**src/rtl/mcst_pkg.sv**
```systemverilog
// Types and constants of the MIDI channel state tracker.
`timescale 1ns / 1ps
`default_nettype none
package mcst_pkg;

   localparam int KIND_W          = 4;
   localparam int NUMBER_W        = 7;
   localparam int VALUE_W         = 7;
   localparam int BEND_W          = 14;
   localparam int SLOT_W          = 14;
   localparam int CHANNEL_W       = 4;
   localparam int NOTES_W         = 16;
   localparam int NUM_CONTROLLERS = 128;
   localparam int COUNT_WIDTH     = 16;
   localparam int CTRL_DEPTH      = 128;
   localparam int POLY_DEPTH      = 128;
   localparam int WIDE_DEPTH      = 32;
   localparam int QUEUE_DEPTH     = 2;
   localparam int CTRL_AW         = $clog2(CTRL_DEPTH);
   localparam int POLY_AW         = $clog2(POLY_DEPTH);
   localparam int WIDE_AW         = $clog2(WIDE_DEPTH);

   localparam logic [KIND_W-1:0] KIND_NOTE_OFF   = 4'd0;
   localparam logic [KIND_W-1:0] KIND_NOTE_ON    = 4'd1;
   localparam logic [KIND_W-1:0] KIND_POLY       = 4'd2;
   localparam logic [KIND_W-1:0] KIND_CONTROLLER = 4'd3;
   localparam logic [KIND_W-1:0] KIND_PROGRAM    = 4'd4;
   localparam logic [KIND_W-1:0] KIND_PRESSURE   = 4'd5;
   localparam logic [KIND_W-1:0] KIND_BEND       = 4'd6;
   localparam logic [KIND_W-1:0] KIND_RESET      = 4'd7;
   localparam logic [KIND_W-1:0] KIND_READ_CTRL  = 4'd8;
   localparam logic [KIND_W-1:0] KIND_READ_POLY  = 4'd9;

   typedef struct packed {
      logic [KIND_W-1:0]   kind;
      logic [NUMBER_W-1:0] number;
      logic [VALUE_W-1:0]  value;
      logic [BEND_W-1:0]   bend;
   } req_type;

   typedef struct packed {
      logic [SLOT_W-1:0]    slot_value;
      logic                 bank_changed;
      logic [SLOT_W-1:0]    bank;
      logic [VALUE_W-1:0]   program_res;
      logic [BEND_W-1:0]    pitch;
      logic [VALUE_W-1:0]   chan_pressure;
      logic [NOTES_W-1:0]   notes_held;
      logic [NUMBER_W-1:0]  last_on_note;
      logic [VALUE_W-1:0]   last_on_velocity;
      logic [NUMBER_W-1:0]  last_off_note;
      logic [VALUE_W-1:0]   last_off_velocity;
   } rsp_type;

   typedef enum logic [3:0] {
      OP_NOP,
      OP_NOTE_OFF,
      OP_NOTE_ON,
      OP_POLY_WR,
      OP_CTRL_MSB,
      OP_CTRL_LSB,
      OP_CTRL_PLAIN,
      OP_PROGRAM,
      OP_PRESSURE,
      OP_BEND,
      OP_CLEAR,
      OP_READ_CTRL,
      OP_READ_POLY
   } op_code_type;

   typedef struct packed {
      op_code_type         code;
      logic [CTRL_AW-1:0]  slot;
      logic [VALUE_W-1:0]  value;
      logic [BEND_W-1:0]   bend;
      logic                bank_wr;
   } op_type;

endpackage
`default_nettype wire

```
**src/rtl/mcst_front.sv**
```systemverilog
// Front end: accepts requests and classifies them into table operations.
`timescale 1ns / 1ps
`default_nettype none
module mcst_front (
   input  logic             req_valid,
   output logic             req_ready,
   input  mcst_pkg::req_type req_payload,
   output logic             push_valid,
   input  logic             push_ready,
   output mcst_pkg::op_type push_data
);
   import mcst_pkg::*;

   localparam logic [NUMBER_W:0]   CTRL_LIMIT = (NUMBER_W + 1)'(NUM_CONTROLLERS);
   localparam logic [NUMBER_W-1:0] MSB_LAST   = 7'd31;
   localparam logic [NUMBER_W-1:0] LSB_LAST   = 7'd63;
   localparam logic [NUMBER_W-1:0] LSB_OFFSET = 7'd32;

   logic in_range;

   assign req_ready  = push_ready;
   assign push_valid = req_valid;
   assign in_range   = {1'b0, req_payload.number} < CTRL_LIMIT;

   always_comb begin
      push_data.code    = OP_NOP;
      push_data.slot    = CTRL_AW'(req_payload.number);
      push_data.value   = req_payload.value;
      push_data.bend    = req_payload.bend;
      push_data.bank_wr = 1'b0;
      unique case (req_payload.kind)
         KIND_NOTE_OFF:  push_data.code = OP_NOTE_OFF;
         KIND_NOTE_ON:   push_data.code = OP_NOTE_ON;
         KIND_POLY:      push_data.code = OP_POLY_WR;
         KIND_CONTROLLER: begin
            if (!in_range) begin
               push_data.code = OP_NOP;
            end else if (req_payload.number <= MSB_LAST) begin
               push_data.code    = OP_CTRL_MSB;
               push_data.bank_wr = (req_payload.number == '0);
            end else if (req_payload.number <= LSB_LAST) begin
               push_data.code = OP_CTRL_LSB;
               push_data.slot = CTRL_AW'(req_payload.number - LSB_OFFSET);
            end else begin
               push_data.code = OP_CTRL_PLAIN;
            end
         end
         KIND_PROGRAM:   push_data.code = OP_PROGRAM;
         KIND_PRESSURE:  push_data.code = OP_PRESSURE;
         KIND_BEND:      push_data.code = OP_BEND;
         KIND_RESET:     push_data.code = OP_CLEAR;
         KIND_READ_CTRL: push_data.code = in_range ? OP_READ_CTRL : OP_NOP;
         KIND_READ_POLY: push_data.code = OP_READ_POLY;
         default:        push_data.code = OP_NOP;
      endcase
   end

endmodule
`default_nettype wire

```
**src/rtl/mcst_queue.sv**
```systemverilog
// Short queue of classified operations between the front and back ends.
`timescale 1ns / 1ps
`default_nettype none
module mcst_queue (
   input  logic             clock,
   input  logic             reset,
   input  logic             push_valid,
   output logic             push_ready,
   input  mcst_pkg::op_type push_data,
   output logic             pop_valid,
   input  logic             pop_ready,
   output mcst_pkg::op_type pop_data
);
   import mcst_pkg::*;

   localparam int PTR_W = (QUEUE_DEPTH > 1) ? $clog2(QUEUE_DEPTH) : 1;
   localparam int CNT_W = $clog2(QUEUE_DEPTH + 1);
   localparam logic [PTR_W-1:0] PTR_LAST = PTR_W'(QUEUE_DEPTH - 1);
   localparam logic [CNT_W-1:0] CNT_FULL = CNT_W'(QUEUE_DEPTH);

   op_type             entry_ff [QUEUE_DEPTH];
   logic [PTR_W-1:0]   wr_ptr_ff, wr_ptr_in;
   logic [PTR_W-1:0]   rd_ptr_ff, rd_ptr_in;
   logic [CNT_W-1:0]   count_ff, count_in;
   logic               do_push, do_pop;

   assign push_ready = (count_ff != CNT_FULL);
   assign pop_valid  = (count_ff != '0);
   assign pop_data   = entry_ff[rd_ptr_ff];
   assign do_push    = push_valid && push_ready;
   assign do_pop     = pop_valid && pop_ready;

   always_comb begin
      wr_ptr_in = wr_ptr_ff;
      rd_ptr_in = rd_ptr_ff;
      count_in  = count_ff;
      if (do_push) begin
         wr_ptr_in = (wr_ptr_ff == PTR_LAST) ? '0 : wr_ptr_ff + 1'b1;
      end
      if (do_pop) begin
         rd_ptr_in = (rd_ptr_ff == PTR_LAST) ? '0 : rd_ptr_ff + 1'b1;
      end
      if (do_push && !do_pop) begin
         count_in = count_ff + 1'b1;
      end else if (do_pop && !do_push) begin
         count_in = count_ff - 1'b1;
      end
   end

   always_ff @(posedge clock) begin
      if (reset) begin
         wr_ptr_ff <= '0;
         rd_ptr_ff <= '0;
         count_ff  <= '0;
      end else begin
         wr_ptr_ff <= wr_ptr_in;
         rd_ptr_ff <= rd_ptr_in;
         count_ff  <= count_in;
      end
   end

   always_ff @(posedge clock) begin
      if (do_push) begin
         entry_ff[wr_ptr_ff] <= push_data;
      end
   end

endmodule
`default_nettype wire

```
**src/rtl/mcst_back.sv**
```systemverilog
// Back end: read-modify-write sequencer over the channel tables and registers.
`timescale 1ns / 1ps
`default_nettype none
module mcst_back (
   input  logic                             clock,
   input  logic                             reset,
   input  logic                             csr_valid,
   output logic                             csr_ready,
   input  logic [mcst_pkg::CHANNEL_W-1:0]   csr_data,
   input  logic                             op_valid,
   output logic                             op_ready,
   input  mcst_pkg::op_type                 op_data,
   output logic                             rsp_valid,
   input  logic                             rsp_ready,
   output mcst_pkg::rsp_type                rsp_payload
);
   import mcst_pkg::*;

   localparam logic [COUNT_WIDTH-1:0] COUNT_MAX = '1;

   typedef enum logic {S_IDLE, S_EXEC} state_type;

   state_type              state_ff, state_in;
   op_type                 op_ff, op_in;

   logic [SLOT_W-1:0]      ctrl_mem [CTRL_DEPTH];
   logic [VALUE_W-1:0]     poly_mem [POLY_DEPTH];
   logic [SLOT_W-1:0]      ctrl_rd_ff;
   logic [VALUE_W-1:0]     poly_rd_ff;
   logic                   ctrl_hit_ff, ctrl_hit_in;
   logic                   poly_hit_ff, poly_hit_in;
   logic [CTRL_DEPTH-1:0]  ctrl_vld_ff, ctrl_vld_in;
   logic [POLY_DEPTH-1:0]  poly_vld_ff, poly_vld_in;
   logic [WIDE_DEPTH-1:0]  wide_ff, wide_in;

   logic [CHANNEL_W-1:0]   channel_ff, channel_in;
   logic [VALUE_W-1:0]     program_ff, program_in;
   logic [SLOT_W-1:0]      bank_ff, bank_in;
   logic [BEND_W-1:0]      bend_ff, bend_in;
   logic [VALUE_W-1:0]     pressure_ff, pressure_in;
   logic [COUNT_WIDTH-1:0] held_ff, held_in;
   logic [NUMBER_W-1:0]    on_note_ff, on_note_in;
   logic [VALUE_W-1:0]     on_vel_ff, on_vel_in;
   logic [NUMBER_W-1:0]    off_note_ff, off_note_in;
   logic [VALUE_W-1:0]     off_vel_ff, off_vel_in;
   logic                   rsp_valid_ff, rsp_valid_in;
   rsp_type                rsp_ff, rsp_in;

   logic                   pop, fire;
   logic                   ctrl_we, poly_we;
   logic [SLOT_W-1:0]      ctrl_wdata;
   logic [SLOT_W-1:0]      cur_ctrl;
   logic [VALUE_W-1:0]     cur_poly;
   logic                   wide_cur;
   logic [SLOT_W-1:0]      slot_value;
   logic                   bank_chg;

   assign csr_ready   = 1'b1;
   assign op_ready    = (state_ff == S_IDLE);
   assign pop         = op_valid && op_ready;
   assign fire        = (state_ff == S_EXEC) && (!rsp_valid_ff || rsp_ready);
   assign rsp_valid   = rsp_valid_ff;
   assign rsp_payload = rsp_ff;

   assign cur_ctrl = ctrl_hit_ff ? ctrl_rd_ff : '0;
   assign cur_poly = poly_hit_ff ? poly_rd_ff : '0;
   assign wide_cur = wide_ff[op_ff.slot[WIDE_AW-1:0]];

   always_comb begin
      state_in    = state_ff;
      op_in       = pop ? op_data : op_ff;
      ctrl_hit_in = pop ? ctrl_vld_ff[op_data.slot] : ctrl_hit_ff;
      poly_hit_in = pop ? poly_vld_ff[op_data.slot] : poly_hit_ff;
      ctrl_vld_in = ctrl_vld_ff;
      poly_vld_in = poly_vld_ff;
      wide_in     = wide_ff;
      channel_in  = csr_valid ? csr_data : channel_ff;
      program_in  = program_ff;
      bank_in     = bank_ff;
      bend_in     = bend_ff;
      pressure_in = pressure_ff;
      held_in     = held_ff;
      on_note_in  = on_note_ff;
      on_vel_in   = on_vel_ff;
      off_note_in = off_note_ff;
      off_vel_in  = off_vel_ff;
      ctrl_we     = 1'b0;
      poly_we     = 1'b0;
      ctrl_wdata  = '0;
      slot_value  = '0;
      bank_chg    = 1'b0;

      unique case (state_ff)
         S_IDLE: begin
            if (op_valid) begin
               state_in = S_EXEC;
            end
         end
         S_EXEC: begin
            if (fire) begin
               state_in = S_IDLE;
            end
         end
         default: state_in = S_IDLE;
      endcase

      if (fire) begin
         case (op_ff.code)
            OP_NOTE_OFF: begin
               off_note_in = NUMBER_W'(op_ff.slot);
               off_vel_in  = op_ff.value;
               if (held_ff != '0) begin
                  held_in = held_ff - 1'b1;
               end
            end
            OP_NOTE_ON: begin
               on_note_in = NUMBER_W'(op_ff.slot);
               on_vel_in  = op_ff.value;
               if (held_ff != COUNT_MAX) begin
                  held_in = held_ff + 1'b1;
               end
            end
            OP_POLY_WR: begin
               poly_we                  = 1'b1;
               poly_vld_in[op_ff.slot]  = 1'b1;
               slot_value               = SLOT_W'(op_ff.value);
            end
            OP_CTRL_MSB: begin
               ctrl_we    = 1'b1;
               ctrl_wdata = wide_cur ? {op_ff.value, cur_ctrl[VALUE_W-1:0]}
                                     : SLOT_W'(op_ff.value);
            end
            OP_CTRL_LSB: begin
               ctrl_we                            = 1'b1;
               wide_in[op_ff.slot[WIDE_AW-1:0]]   = 1'b1;
               ctrl_wdata = wide_cur ? {cur_ctrl[SLOT_W-1:VALUE_W], op_ff.value}
                                     : {cur_ctrl[VALUE_W-1:0], op_ff.value};
            end
            OP_CTRL_PLAIN: begin
               ctrl_we    = 1'b1;
               ctrl_wdata = SLOT_W'(op_ff.value);
            end
            OP_PROGRAM:   program_in  = op_ff.value;
            OP_PRESSURE:  pressure_in = op_ff.value;
            OP_BEND:      bend_in     = op_ff.bend;
            OP_CLEAR: begin
               ctrl_vld_in = '0;
               poly_vld_in = '0;
               wide_in     = '0;
               program_in  = VALUE_W'(channel_ff);
               bank_in     = '0;
               bend_in     = '0;
               held_in     = '0;
               on_note_in  = '0;
               on_vel_in   = '0;
               off_note_in = '0;
               off_vel_in  = '0;
            end
            OP_READ_CTRL: slot_value = cur_ctrl;
            OP_READ_POLY: slot_value = SLOT_W'(cur_poly);
            default: ;
         endcase
         if (ctrl_we) begin
            ctrl_vld_in[op_ff.slot] = 1'b1;
            slot_value              = ctrl_wdata;
            if (op_ff.bank_wr) begin
               bank_in  = ctrl_wdata;
               bank_chg = 1'b1;
            end
         end
      end

      rsp_valid_in = fire ? 1'b1 : (rsp_valid_ff && !rsp_ready);
      rsp_in       = rsp_ff;
      if (fire) begin
         rsp_in.slot_value        = slot_value;
         rsp_in.bank_changed      = bank_chg;
         rsp_in.bank              = bank_in;
         rsp_in.program_res       = program_in;
         rsp_in.pitch             = bend_in;
         rsp_in.chan_pressure     = pressure_in;
         rsp_in.notes_held        = NOTES_W'(held_in);
         rsp_in.last_on_note      = on_note_in;
         rsp_in.last_on_velocity  = on_vel_in;
         rsp_in.last_off_note     = off_note_in;
         rsp_in.last_off_velocity = off_vel_in;
      end
   end

   always_ff @(posedge clock) begin
      op_ff       <= op_in;
      ctrl_hit_ff <= ctrl_hit_in;
      poly_hit_ff <= poly_hit_in;
      rsp_ff      <= rsp_in;
      if (reset) begin
         state_ff     <= S_IDLE;
         ctrl_vld_ff  <= '0;
         poly_vld_ff  <= '0;
         wide_ff      <= '0;
         channel_ff   <= '0;
         program_ff   <= '0;
         bank_ff      <= '0;
         bend_ff      <= '0;
         pressure_ff  <= '0;
         held_ff      <= '0;
         on_note_ff   <= '0;
         on_vel_ff    <= '0;
         off_note_ff  <= '0;
         off_vel_ff   <= '0;
         rsp_valid_ff <= 1'b0;
      end else begin
         state_ff     <= state_in;
         ctrl_vld_ff  <= ctrl_vld_in;
         poly_vld_ff  <= poly_vld_in;
         wide_ff      <= wide_in;
         channel_ff   <= channel_in;
         program_ff   <= program_in;
         bank_ff      <= bank_in;
         bend_ff      <= bend_in;
         pressure_ff  <= pressure_in;
         held_ff      <= held_in;
         on_note_ff   <= on_note_in;
         on_vel_ff    <= on_vel_in;
         off_note_ff  <= off_note_in;
         off_vel_ff   <= off_vel_in;
         rsp_valid_ff <= rsp_valid_in;
      end
   end

   always_ff @(posedge clock) begin
      if (pop) begin
         ctrl_rd_ff <= ctrl_mem[op_data.slot];
         poly_rd_ff <= poly_mem[op_data.slot];
      end
      if (ctrl_we) begin
         ctrl_mem[op_ff.slot] <= ctrl_wdata;
      end
      if (poly_we) begin
         poly_mem[op_ff.slot] <= op_ff.value;
      end
   end

endmodule
`default_nettype wire

```
**src/rtl/midi_channel_state_tracker_unit.sv**
```systemverilog
// Top level of the MIDI channel state tracker.
//
//   channel   direction  payload                   purpose
//   req_      in         mcst_pkg::req_type        parsed channel message
//   rsp_      out        mcst_pkg::rsp_type        addressed entry and channel snapshot
//   csr_      in         channel number, 4 bits    channel id register write
//
// The back end finishes each request before taking the next: it reads the single-port
// controller and poly tables when it takes a request and writes them back when done.
// A response passes the queue entry, the back end's operation registers and rsp_ff.
// Reset is synchronous; tables clear at once through per-entry valid flops.
// A stalled response holds the back end; the queue takes two more requests.
`timescale 1ns / 1ps
`default_nettype none
module midi_channel_state_tracker_unit (
   input  logic                            clock,
   input  logic                            reset,
   input  logic                            req_valid,
   output logic                            req_ready,
   input  mcst_pkg::req_type               req_payload,
   output logic                            rsp_valid,
   input  logic                            rsp_ready,
   output mcst_pkg::rsp_type               rsp_payload,
   input  logic                            csr_valid,
   output logic                            csr_ready,
   input  logic [mcst_pkg::CHANNEL_W-1:0]  csr_data
);
   import mcst_pkg::*;

   logic   push_valid, push_ready;
   op_type push_data;
   logic   op_valid, op_ready;
   op_type op_data;

   mcst_front u_front (
      .req_valid   (req_valid),
      .req_ready   (req_ready),
      .req_payload (req_payload),
      .push_valid  (push_valid),
      .push_ready  (push_ready),
      .push_data   (push_data)
   );

   mcst_queue u_queue (
      .clock      (clock),
      .reset      (reset),
      .push_valid (push_valid),
      .push_ready (push_ready),
      .push_data  (push_data),
      .pop_valid  (op_valid),
      .pop_ready  (op_ready),
      .pop_data   (op_data)
   );

   mcst_back u_back (
      .clock       (clock),
      .reset       (reset),
      .csr_valid   (csr_valid),
      .csr_ready   (csr_ready),
      .csr_data    (csr_data),
      .op_valid    (op_valid),
      .op_ready    (op_ready),
      .op_data     (op_data),
      .rsp_valid   (rsp_valid),
      .rsp_ready   (rsp_ready),
      .rsp_payload (rsp_payload)
   );

endmodule
`default_nettype wire

```
**config.mk**
```make
export PLATFORM = sky130hd
export DESIGN_NAME = midi_channel_state_tracker_unit
export DESIGN_NICKNAME = d
export VERILOG_FILES = /design/src/rtl/mcst_pkg.sv /design/src/rtl/mcst_front.sv /design/src/rtl/mcst_queue.sv /design/src/rtl/mcst_back.sv /design/src/rtl/midi_channel_state_tracker_unit.sv
export SDC_FILE = /design/constraint.sdc
export NUM_CORES = 2
export LEC_CHECK = 0
export BUFFER_PORTS_ARGS = -buffer_cell sky130_fd_sc_hd__buf_2
export CAP_MARGIN = 15
export CORE_MARGIN = 5
export CORE_UTILIZATION = 56
export CTS_CLUSTER_DIAMETER = 120
export DETAILED_ROUTE_END_ITERATION = 10
export GPL_ROUTABILITY_DRIVEN = 1
export MAX_ROUTING_LAYER = met4
export PLACE_DENSITY = 0.72
export SYNTH_ARGS = -nofsm -noshare
export SYNTH_HDL_FRONTEND = slang
export SYNTH_HIERARCHICAL = 1
export SYNTH_SLANG_ARGS = --single-unit
```
**constraint.sdc**
```tcl
create_clock -name clock -period 10.2 [get_ports clock]
set_clock_uncertainty 0.1 [all_clocks]
set_input_delay 1.02 -clock clock [delete_from_list [all_inputs] [get_ports clock]]
set_output_delay 1.02 -clock clock [all_outputs]
set_load 0.02 [all_outputs]
```
# Word-level counts from Yosys, hierarchy flattened
# Memory sizes are Yosys's and may differ from the RTL's. A register that Yosys moved wholly into a read port is not among the register bits.
# Cells that the tools add are included.
# totals
reg_bits	520
mem_bits_rw	2754
in_bits	41
word_cells	178
mem_count	3
# memory_table
name	words	width	read_ports	rd_ports_with_merged_regs	wr	line	text
u_back.ctrl_mem	128	14	1	1	1	mcst_back.sv:26	logic [SLOT_W-1:0] ctrl_mem [CTRL_DEPTH];
u_back.poly_mem	128	7	1	1	1	mcst_back.sv:27	logic [VALUE_W-1:0] poly_mem [POLY_DEPTH];
u_queue.entry_ff	2	33	1	1	1	mcst_queue.sv:21	op_type entry_ff [QUEUE_DEPTH];
# op_classes
n_addsub	7
order_cmp	7
n_eq_ne	23
n_mux	75
bitwise	4
n_reduce_logical	23
# ops
operator	count
$mux W128	3
$or A128 B128 Y128	2
$pmux W128 S2	1
$mux W14	10
$pmux W14 S3	2
$mux W7	11
$pmux W7 S2	5
$pmux W32 S2	1
$mux W16	3
$pmux W16 S3	1
$pmux W4 S10	1
$eq A4 B3 Y1 const B	8
$or A32 B32 Y32	1
$eq A4 B4 Y1 const B	7
$pmux W14 S2	1
$mux W1	26
$add A16 B1 Y16 const B	1
$eq A4 B2 Y1 const B	4
$lt A7 B8 Y1 const B	2
$ne A16 B16 Y1 const B	1
$reduce_bool A16 Y1	1
$sub A16 B1 Y16 const B	1
$bmux W1 S7	2
$eq A4 B1 Y1 const B	2
other kinds (25)	42

# Logic depth before layout (Yosys ltp)
# depth
depth_word	7
mapped_depth	14
ltp_nobuf	8

# Cells and area by module
# The synthesis kept the hierarchy.
# by_module_without_submodules
mod	instances	cells_each	area_each_um2
mcst_back	1	6685	125357.7
mcst_queue	1	127	2596.2
mcst_front	1	63	455.4

# Worst setup path before layout
# No wires, ideal clock.
# synth_timing
path_type	input to register
startpoint	in rsp_ready
endpoint	mem u_back.ctrl_mem[0][8] (data pin)
arrival_time_ns	6.926
required_ns	9.204
path_slack_ns	2.277
cell_stages	8
n_path_buf	3
cell_sequence	nand2b_1 > nand2_1 > inv_2 > buf_2 > nand3_1 > clkbuf_1 > clkbuf_1 > o22ai_1
# synth_via
elab_chain_cells	3
# synth_rtl
element	line	text
start: declaration	midi_channel_state_tracker_unit.sv:22	input logic rsp_ready,
$logic_or A1 B1 Y1	mcst_back.sv:61	assign fire = (state_ff == S_EXEC) && (!rsp_valid_ff || rsp_ready);
$logic_and A1 B1 Y1	mcst_back.sv:61	
net u_back.fire	mcst_back.sv:49	logic pop, fire;
$mux W14	mcst_back.sv:107	if (fire) begin
net u_back.ctrl_wdata[8]	mcst_back.sv:51	logic [SLOT_W-1:0] ctrl_wdata;
end: declaration	mcst_back.sv:26	
# The timed path passes the listed nets, and every way through them passes these cells.

==> flow_summary.json <==
{
  "outcome": "finished, final reports clean",
  "cts_tree": "yes",
  "dpl.hpwl_mm": 195,
  "dpl.cell_count": 9789,
  "worst_hold_path_type": "primary input to flop",
  "i_o_pin_total": 145,
  "globalRoute.totalOverflow": 0,
  "most-common-layout-cells": "edfxtp_1 (2911), mux4_2 (805), nor2_1 (490)",
  "cts_repair_resize_count": 0,
  "gr_util_all_layers_pct": 28.0,
  "cp_data_arrival_time_ps": 5820,
  "global_route_wire_length_before_repair_mm": 472,
  "drt-total-wl_mm": 324,
  "largest_net_degree_at_the_start_of_global_routing": 145,
  "dominant_combinational_cell_family_by_area_after_synthesis": "multiplexers",
  "drc": 0,
  "fraction_of_the_mapped_netlist_area_in_compound_gates_pct": 3.60,
  "cts_setup_buffers": 0,
  "synth-async-reset-ratio_pct": 0,
  "synth.distinct_cells": 74,
  "gp_congestion": 0.906,
  "first_iter_violations": 9136,
  "power.density_mw_per_mm2": 239,
  "cts-hold-fix-buffers": 0,
  "mappedNetlistNets": 6922,
  "maxSlewHeadroom_pct": 16.6,
  "num_rows": 175,
  "cts.htree.levels": 5,
  "fin_worst_hold_slack_ps": 156,
  "floorplan.die.height_um": 489,
  "finalNetCount": 7171,
  "max_cap_viol_count": 0,
  "final-setup-viol-count": 0,
  "routed_wire_length_per_instance_um": 31.2,
  "ctsLongestPathBuffers": 4,
  "clk_transition_reported_paths_ps": 60,
  "grt_pass1_vias": 67850,
  "simple_gate_fraction_of_synth_area_pct": 4.58,
  "final_common_cell": "edfxtp_1",
  "fp.coreArea_mm2": 0.228,
  "timing.rr.end": "u_back/ctrl_rd_ff[4]$_DFFE_PP_",
  "final_antenna_net_count": 0,
  "cts_inserted_buffers": 335,
  "synth.area.mux_share_pct": 15.8,
  "synth_fa_ha_area_share_pct": 0.0585,
  "finalPower_mw": 34.4,
  "fin_cells": 10399,
  "initial_cell_density_of_the_core_pct": 56.4,
  "crit_fanout": 143,
  "holdCritStartpoint": "req_payload[19]",
  "layout-area-overhead-vs-synth_pct": 12.0,
  "worst-r2r-cell-count": 8,
  "regToRegSetupSlack_ps": 4920,
  "rsz0062_at_grt": "false",
  "hold_viol_final": 0,
  "synth_xor_xnor_area_share_pct": 0.0341,
  "holdPathEnd": "u_queue/entry_ff[0][20]$_DFFE_PP_",
  "cts_sinks": 3296,
  "synthesis.area_per_instance_um2": 18.7,
  "postLayoutSetupSlackWorst_ps": 4920,
  "count_of_buffers_inserted_at_the_top_level_ports": 143,
  "endpoint_kind": "flop",
  "antenna_found_initial": 21,
  "synthesis.yosys.warnings": 6,
  "clkLatencyLatePin_ps": 960,
  "synthesis.area_mm2": 0.128,
  "dominantRegCellSynth": "edfxtp_1",
  "setup.worst_path.start_class": "flop",
  "die_width_um": 489,
  "final-max-slew-violation-count": 0,
  "synth.ff_latch_count": 3296,
  "firstDrtPassIters": 7,
  "fin_crit_sh_pct": 51.8,
  "viasPerCell": 6.57,
  "number_of_flops_mapped_to_enable_cells_by_yosys": 2911,
  "timing_worst_slew_pin_value_ps": 1250,
  "synth_seq_area_share_pct": 74.1,
  "leakagePower_nw": 43.3,
  "post_layout_minimum_cycle_time_ps": 5280,
  "total_number_of_vias": 68328,
  "cts_root_buf": "clkbuf_16",
  "hold-path-cell-count": 1,
  "critical_path_required_ps": 10730,
  "synthesis.instances": 6875,
  "die_area_mm2": 0.239,
  "ir_drop_mv": 0.256,
  "timing_worst_setup_path_type": "flop to flop",
  "drive_above_1_share_pct": 24.7,
  "f_max_mhz": 189,
  "fin_setup_tns_ps": 0,
  "detailedPlace.worstSlack_ps": 4900
}
## final cells by class
cell class,count,area (µm²)
clock buffers,433,9190
clock inverters,156,1450
inverters,20,77.6
flip-flops and latches,3296,95100
multi-input cells,3082,31400
diodes,14,35.0
well taps,3009,3760
repair buffers,389,2810
fillers,15302,83900
## worst max-delay path, cell delays in order (launching register included)
cell     delay, ps
dfxtp_2        350
buf_4          430
mux2_8         660
buf_12         710
mux4_2         430
mux4_2         570
nor2b_1        180
nor4_1         940
o31ai_1        180
## cells by family after synthesis
logic type               count (synthesis)
buffers and inverters                  497
AO/OA/AOI/OAI                          717
other                                    1
XOR/XNOR                                 5
flip-flops                            3296
AND/OR/NAND/NOR                       1344
multiplexers                          1009
adder cells (fa/ha/maj)                  6
## through the flow
stage                     util (%)  cell area [µm²]
final                         63.2           144000
after global placement        58.4           133000
after CTS                     63.1           144000
after global routing          63.2           144000
after floorplan                  -           128000
after detailed placement      58.4           133000
## sequential cells by signal, summed over array words and instances, names as in the netlist, 16 cells and up, named ones only
name / count
u_back/poly_vld_ff: 128
u_back/rsp_payload: 101
u_back/wide_ff: 32
u_back/held_ff: 16
u_back/ctrl_mem: 1792
u_queue/entry_ff: 66
u_back/op_ff: 33
u_back/ctrl_vld_ff: 128
u_back/poly_mem: 896
## how the worst max path moves through the flow
stage,depth (start not counted),endpoint
5_1_grt,9,u_back/ctrl_rd_ff[6]$_DFFE_PP_
3_3_place_gp,8,u_back/ctrl_rd_ff[1]$_DFFE_PP_
6_report,8,u_back/ctrl_rd_ff[4]$_DFFE_PP_
3_5_place_dp,9,u_back/ctrl_mem[64][11]$_DFFE_PP_
4_1_cts,9,u_back/ctrl_rd_ff[6]$_DFFE_PP_
2_1_floorplan,8,u_back/ctrl_mem[0][8]$_DFFE_PP_
## synthesized netlist by cell type (46+ instances only)
cell type	number	share of area, %
nand2_1	469	1.4
dfxtp_1	385	6.0
o21ai_0	148	0.58
mux4_2	805	14
buf_4	68	0.40
mux2i_1	113	0.88
mux2_2	82	0.72
clkbuf_1	259	0.76
a22oi_1	56	0.33
nor2_1	531	1.6
nor2b_1	159	0.77
edfxtp_1	2911	68
a31oi_1	139	0.68
o21ai_1	46	0.18
buf_2	103	0.40
a21oi_1	101	0.39
## report_power, final
part | total (mW) | switching [mW] | leakage (nW) | internal [mW]
logic | 6.47 | 4.26 | 10.8 | 2.22
clock network | 12.0 | 4.93 | 5.23 | 7.02
registers | 15.9 | 0.354 | 27.3 | 15.6
## per-layer routing
| layer | global-route usage [%] | share of wire, % | up-vias |
|---|---|---|---|
| met5 | - | 0 | - |
| met4 | 9.87 | 3.9 | 0 |
| met3 | 5.23 | 10 | 708 |
| met2 | 44.3 | 49 | 4104 |
| met1 | 37.2 | 37 | 35477 |
| li1 | - | - | 28039 |
Note: power is estimated with default switching activity, not from simulation.
